`src/rtl/core/imsi_ram.sv`:
```
// Generic single-write, single-read RAM with registered read data.
module imsi_ram #(
  parameter int WIDTH = 8,
  parameter int DEPTH = 4
) (
  input  logic                             clk,
  input  logic                             we,
  input  logic [$clog2(DEPTH)-1:0]         waddr,
  input  logic [WIDTH-1:0]                 wdata,
  input  logic [$clog2(DEPTH)-1:0]         raddr,
  output logic [WIDTH-1:0]                 rdata
);

  logic [WIDTH-1:0] mem [DEPTH];

  always_ff @(posedge clk) begin
    if (we) begin
      mem[waddr] <= wdata;
    end
    rdata <= mem[raddr];
  end

endmodule

```
`config.mk`:
```
export PLATFORM = sky130hd
export DESIGN_NAME = imsi_ram
export DESIGN_NICKNAME = d
export VERILOG_FILES = /design/src/rtl/core/imsi_ram.sv
export SDC_FILE = /design/constraint.sdc
export NUM_CORES = 1
export LEC_CHECK = 0
export ABC_AREA = 1
export BUFFER_PORTS_ARGS = -buffer_cell sky130_fd_sc_hd__clkbuf_2
export CAP_MARGIN = 10
export CORE_MARGIN = 10
export CORE_UTILIZATION = 40
export DETAILED_ROUTE_END_ITERATION = 10
export REMOVE_ABC_BUFFERS = 1
export SYNTH_ARGS = -nofsm -noshare
export SYNTH_HDL_FRONTEND = slang
export SYNTH_SLANG_ARGS = --single-unit
```
`constraint.sdc`:
```
create_clock -name clk -period 2.2 [get_ports clk]
set_clock_uncertainty 0.2 [all_clocks]
set_input_delay 0.11 -clock clk [delete_from_list [all_inputs] [get_ports clk]]
set_output_delay 0.11 -clock clk [all_outputs]
set_load 0.01 [all_outputs]
```
## Yosys cells after proc, flatten, opt, wreduce, memory -nomap -nowiden

Memory sizes are Yosys's and may differ from the RTL's. A register that Yosys moved wholly into a read port is not among the register bits.
Index checks and enable logic that the tools add are counted.

| cells by class | value |
|---|---|
| mux-type cells | 2 |

Operators with widths:

| kind | number |
|---|---|
| two-way mux 1 bit | 2 |

| word-level totals | value |
|---|---|
| register bits | 0 |
| memory bits (writable) | 32 |
| input bits | 14 |
| memories kept | 1 |

Memories:

| memory | depth | width | rd ports | clocked after memory_dff | wr ports | line | source |
|---|---|---|---|---|---|---|---|
| mem | 4 | 8 | 1 | 1 | 1 | 14 | `logic [WIDTH-1:0] mem [DEPTH];` |

## Logic depth before layout (Yosys ltp)

Gate-level depths: netlist (run 1).

| depth | value |
|---|---|
| depth after elaboration | 2 |
| depth in mapped cells | 6 |

## Worst setup path after synthesis (run 1)

No wires, ideal clock.

| path | value |
|---|---|
| path type | input to register |
| start point | input waddr[0] |
| end point | memory mem[3][0], enable pin |
| setup time | 383 ps |
| arrival | 790 ps |
| required time | 1617 ps |
| path slack | 827 ps |
| cell stages on the path | 2 |
| path buffers | 0 |
| cell sequence | inv_1 nor3_1 |

RTL lines:

| item | line | source |
|---|---|---|
| start: declaration | 8 | `input logic [$clog2(DEPTH)-1:0] waddr,` |
| end: declaration | 14 |  |

No word-level cell before the write port.

==> metrics.yaml, run 1 <==
critical_path:
  cpMaxStageDelayCell: "dlygate4sd3_1"
  regToRegStartpoint: "mem[3][2]"
  crit_chain: "dlygate4sd3_1 > clkbuf_2 > inv_1 > nand3_1 > nand2_1"
  critical_path.startpoint: "raddr[1]"
  critPathTopFamily: "buffers and inverters"
  criticalPathCategory: "input pin to flop"
  worst-endpoint-arrival_ps: 1290
  crit_path_max_incr_delay_ps: 530
  worstPathRequired_ps: 2240
  cp-start-kind: "input pin"
  worst-path-max-fanout: 9
  crit_buf_inv: 3
  endpoint_kind: "flop"
layout:
  antennaDiodeCount: 0
  fillCellCount: 346
  drive_above_1_share_pct: 17.9
  ff_latch_area_um2: 1120
  multi_input_area_um2: 250
  layout.nets: 192
  syn_to_final_growth_pct: 22.0
power_and_ir_drop:
  switchingPower_uw: 316
  total_leakage_power_uw: 0.000889
  peakVddDrop_v: 0.000453
  intPower_uw: 1170
  power.density_nw_per_um2: 786
  p_sw_share_pct: 21.3
  combinationalPowerShare_pct: 8.3
  pwr-share-clk_pct: 32.9
  power_frac_seq_pct: 58.8
clock_network:
  cts_max_level: 2
  postCtsResizedCells: 0
  cts_tree: "done"
  post-cts-setup-buffer-count: 0
  clockRootBuffer: "clkbuf_8"
  hold_buffers: 9
  ctsLongestPathBuffers: 2
  cts_sinks: 40
  clk_pin_slew_worst_paths_ps: 70
  cts_inserted_buffers: 5
  clock_latency_ps: 290
timing:
  finalSetupViolations: 0
  rsz0062_at_grt: "false"
  period_share_pct: 56.9
  slew_headroom_pct: 75.5
  hold_viol: 0
  drv_slew: 0
  max_freq_ghz: 0.799
  hold_ws_ps: 123
  finalCriticalPeriod_ps: 1250
  tns_ps: 0
  tightest_slew_ps: 367
yosys:
  synth_top_area_share_pct: 62.1
  ys_seq_area_share_pct: 72.4
  postSynthAreaPerCell_um2: 11.0
  netlist_instances: 141
  yosysUniqueCellTypes: 10
  netlist_area_um2: 1550
  synth.area.top_cells: "edfxtp_1, dfxtp_1, nand2_1, inv_1, nand3_1"
  synth_largest_area_cell: "edfxtp_1"
  synth_warnings: 0
  synth_seq_cells: 40
die:
  io_pins: 22
  die_h_um: 82.2
  chipWidth_um: 82.2
  dieArea_um2: 6760
  core_area_um2: 3690
  rows: 22
  start_util_pct: 42.0
global_routing:
  grt_pass1_vias: 1011
  grt_start_max_net_pins: 18
  grt_usage_pct: 9.00
  grt_pass1_wl_um: 4510
  grt_antenna_before_repair: 0
  grt_overflow: 0
detailed_routing:
  totalWireLength_um: 2890
  drt_iter0_drc: 54
  route.detailed.drc: 0
  vias_per_cell: 4.46
  dr.pass1.iters: 4
  antenna_left: 0
  post_drt_wl_per_cell_um: 12.7
  via_count: 1012
run:
  cap_violations: 0
placement:
  numPortBuffers: 21
  hpwl_um: 1970
  place_congestion: 0.743
outcome:
  status: "finished clean"
worst_hold_path:
  min_from: "waddr[0]"
  hp-class: "input pin to flop"
-- cell usage after synthesis --
master,instances
buf_2,1
buf_4,1
nor3_1,4
nand3_1,16
inv_1,36
edfxtp_1,32
nand2_1,40
dfxtp_1,8
inv_4,1
buf_6,2
-- placed cells by master, fill, tap and decap left out --
cell type,count
inv_1,36
inv_4,1
clkbuf_8,6
clkbuf_1,2
nand3_1,16
dfxtp_1,8
dlygate4sd3_1,9
edfxtp_1,32
buf_4,4
clkbuf_2,21
nor3_1,4
nand2_1,40
-- routing by layer --
layer	vias to the layer above	track usage, %	share of wire (%)
met5	-	0	0
met4	0	4.59	1.2
met3	5	4.75	7.6
met2	22	14.2	47
met1	476	9.69	44
li1	509	-	-
-- worst min-delay path, stage by stage --
cell,delay [ps]
clkbuf_2,100
nor3_1,50
buf_4,170
-- per-stage QoR --
step	total power, uW	cells	utilization, %	setup WS (ps)	instance area (um2)
floorplan	942	137	-	827	1510
global placement	999	210	46.3	1050	1710
detailed placement	1000	210	46.3	997	1710
CTS	1500	227	51.2	950	1890
global route	1540	227	51.2	870	1890
finish	1480	227	51.2	948	1890
-- worst paths after layout --
path	to	slack (ps)	depth (start not counted)
worst min-delay path	mem[2][4]	120	3
worst min register to register	rdata[0]	350	4
worst max register to register	rdata[2]	1270	4
worst max-delay path	rdata[7]	950	5
-- kinds of logic after synthesis --
family | Yosys count | share of synthesized area (%)
and+or+nand+nor | 60 | 16.2
buffers and inverters | 41 | 11.4
DFF | 40 | 72.4
-- flip-flops by register name, indices dropped and copies added (netlist names) --
name and cells:
mem 32, rdata 8
-- power groups by stage --
stage	clock network, uW	registers [uW]	logic (uW)
finish	488	873	123
global route	528	876	139
CTS	505	873	126
floorplan	0	895	47.4
global placement	0	889	111
detailed placement	0	890	113
-- cell type report --
class                   instances  share of cell area [%]
flip-flops and latches         40                    59.4
clock buffers                   8                    4.77
multi-input cells              60                    13.3
inverters                      37                    7.49
repair buffers                 34                    11.9
well taps                      48                    3.18
(Power assumes the default switching activity.)
==> run 2: changes to the inputs <==
==> constraint.sdc (replaced) <==
create_clock -name clk -period 1.1 [get_ports clk]
set_clock_uncertainty 0.2 [all_clocks]
set_input_delay 0.055 -clock clk [delete_from_list [all_inputs] [get_ports clk]]
set_output_delay 0.055 -clock clk [all_outputs]
set_load 0.01 [all_outputs]
==> run 2 against run 1 <==
Die area unchanged. Total power increased by 120%. Clock-buffer cell count decreased by 2. Setup slack got worse by 920 ps. Cell count increased by 0.88%. Largest power group unchanged. Combinational power increased by 130%. Clock power increased by 150%. Register-to-register slack got worse by 1100 ps. Sequential power increased by 99%.
==> metrics.yaml, run 2 (synthesis results as in run 1) <==
detailed_routing:
  totalWireLength_um: 3030  # +4.8%
  route.detailed.drc: 0  # unchanged
  dr.pass1.iters: 4  # unchanged
  drt_iter0_drc: 40  # -26%
  via_count: 1002  # -0.99%
  vias_per_cell: 4.38  # -1.9%
  antenna_left: 0  # unchanged
  post_drt_wl_per_cell_um: 13.2  # +3.9%
critical_path:
  rrSetupSlack_ps: 160  # -1110 ps
  crit_chain: "clkbuf_2 > dlygate4sd3_1 > nand2_1 > nand3_2 > nand2_1"
  cp-start-kind: "input pin"
  endpoint_kind: "flop"
  reg2regPathDepth: 4  # unchanged
  crit_top_cell: "nand2_1"
  criticalPathCategory: "input pin to flop"
  r2r-end: "rdata[0]"
  worstPathRequired_ps: 1080  # -1160 ps
  cpMaxStageDelayCell: "dlygate4sd3_1"
  regToRegStartpoint: "mem[3][0]"
  crit_path_max_incr_delay_ps: 620  # +90 ps
  crit_buf_inv: 2  # -1
  worst-path-max-fanout: 3  # -6
  worst-endpoint-arrival_ps: 1050  # -240 ps
  critPathTopFamily: "buffers and inverters"
clock_network:
  cts_max_level: 2  # unchanged
  post-cts-setup-buffer-count: 0  # unchanged
  cts_inserted_buffers: 5  # unchanged
  cts_tree: "done"
  ctsLongestPathBuffers: 2  # unchanged
  clk_pin_slew_worst_paths_ps: 70  # about the same
  cts_sinks: 40  # unchanged
  clockRootBuffer: "clkbuf_8"
  clock_latency_ps: 280  # about the same
worst_hold_path:
  hold_path_end: "rdata[2]"
  hp-class: "input pin to flop"
  min_from: "raddr[0]"
  hold-path-cell-count: 5  # +2
layout:
  final_common_cell: "nand2_1"
  fillCellCount: 335  # -3.2%
  regMostFlops: "mem"
  drive_above_1_share_pct: 23.8  # +5.9 points
  layout.nets: 194  # +1.0%
  largest_reg_flops: 32  # unchanged
  ff_latch_area_um2: 1120  # unchanged
  top_regs: "mem x32, rdata x8"
  antennaDiodeCount: 0  # unchanged
  layout_common_cells: "nand2_1, inv_1, edfxtp_1"
  multi_input_area_um2: 290  # +16%
  syn_to_final_growth_pct: 28.8
global_routing:
  grt_pass1_wl_um: 4950  # +9.6%
  grt_usage_pct: 9.78  # +0.78 points
  grt_start_max_net_pins: 17  # -1
  grt_antenna_before_repair: 0  # unchanged
  grt_pass1_vias: 1008  # -0.30%
  grt_overflow: 0  # unchanged
die:
  rows: 22  # unchanged
  io_pins: 22  # unchanged
  chipWidth_um: 82.2  # unchanged
  dieArea_um2: 6760  # unchanged
  die_h_um: 82.2  # unchanged
  start_util_pct: 42.0  # unchanged
  core_area_um2: 3690  # unchanged
power_and_ir_drop:
  power.density_nw_per_um2: 1620  # +110%
  total_leakage_power_uw: 0.000938  # +5.5%
  finalPower_uw: 3230  # +120%
  peakVddDrop_v: 0.000981  # +120%
timing:
  max_freq_ghz: 0.936
  period_share_pct: 97.1
  slew_headroom_pct: 84.0  # +8.5 points
  hold_viol: 0  # unchanged
  tightest_slew_ps: 239  # -128 ps
  drv_slew: 0  # unchanged
  finalSetupViolations: 0  # unchanged
  finalCriticalPeriod_ps: 1070
  rsz0062_at_grt: "false"
  layout_setup_ws_ps: 31.4  # -917 ps
  hold_ws_ps: 47.5  # -75.8 ps
run:
  cap_violations: 0  # unchanged
outcome:
  status: "finished clean"
placement:
  numPortBuffers: 21  # unchanged
  hpwl_um: 2140  # +8.8%
  dp_slack_ps: -75.3  # -1070 ps
  place_congestion: 0.715  # -3.8%
-- run 2: stage by stage --
stage / std cells / TNS, ps / utilization [%] / instance area [um2]
final: 229 / 0 / 54.0 / 1990
after global routing: 229 / 0 / 54.0 / 1990
after CTS: 230 / 0 / 52.9 / 1950
after detailed placement: 212 / -1040 / 47.0 / 1740
after global placement: 212 / 0 / 47.0 / 1740
after floorplan: 137 / -6520 / - / 1510
-- run 2: area by class of cell --
cell class	count	area share [%]
inverters	37	7.28
clock buffers	6	4.14
multi-input cells	60	14.6
well taps	48	3.01
repair buffers	36	13.1
clock inverters	2	1.69
flip-flops and latches	40	56.2
-- run 2: worst max-delay path by stage --
stage | startpoint | endpoint | slack (ps) | cells after the start
after global routing | raddr[0] | rdata[7] | 8 | 5
after CTS | raddr[1] | rdata[5] | 20 | 5
final | raddr[0] | rdata[0] | 30 | 5
after detailed placement | waddr[0] | mem[3][7] | -80 | 4
after floorplan | waddr[0] | mem[3][0] | -220 | 2
after global placement | waddr[0] | mem[1][7] | 6 | 4
-- run 2: report_power, final --
group / switching, uW / internal, uW / leakage, uW / total, uW
combinational: 161 / 117 / 0.000518 / 278
sequential: 20.0 / 1720 / 0.000361 / 1740
clock: 476 / 730 / 0.0000588 / 1210
total: 657 / 2570 / 0.000938 / 3230
-- run 2: layer usage --
metal / routed length (um) / vias to the layer above / GRT usage [%]
met2: 1350 / 32 / 14.1
li1: - / 516 / -
met5: 0 / - / 0
met4: 41 / 0 / 4.08
met1: 1410 / 449 / 12.4
met3: 226 / 5 / 4.54
-- run 2: timing repair --
action | CTS | global route
resized for setup | 0 | 10
endpoints found under the hold margin | 40 | 0
hold buffers | 10 | 0
setup endpoints to repair | 0 | 7
-- run 2: worst register-to-register path: cells and delay by family, from the launching register on --
kind          cells  cell delay, ps
flops             1             370
simple gates      3             200
buf+inv           1              60
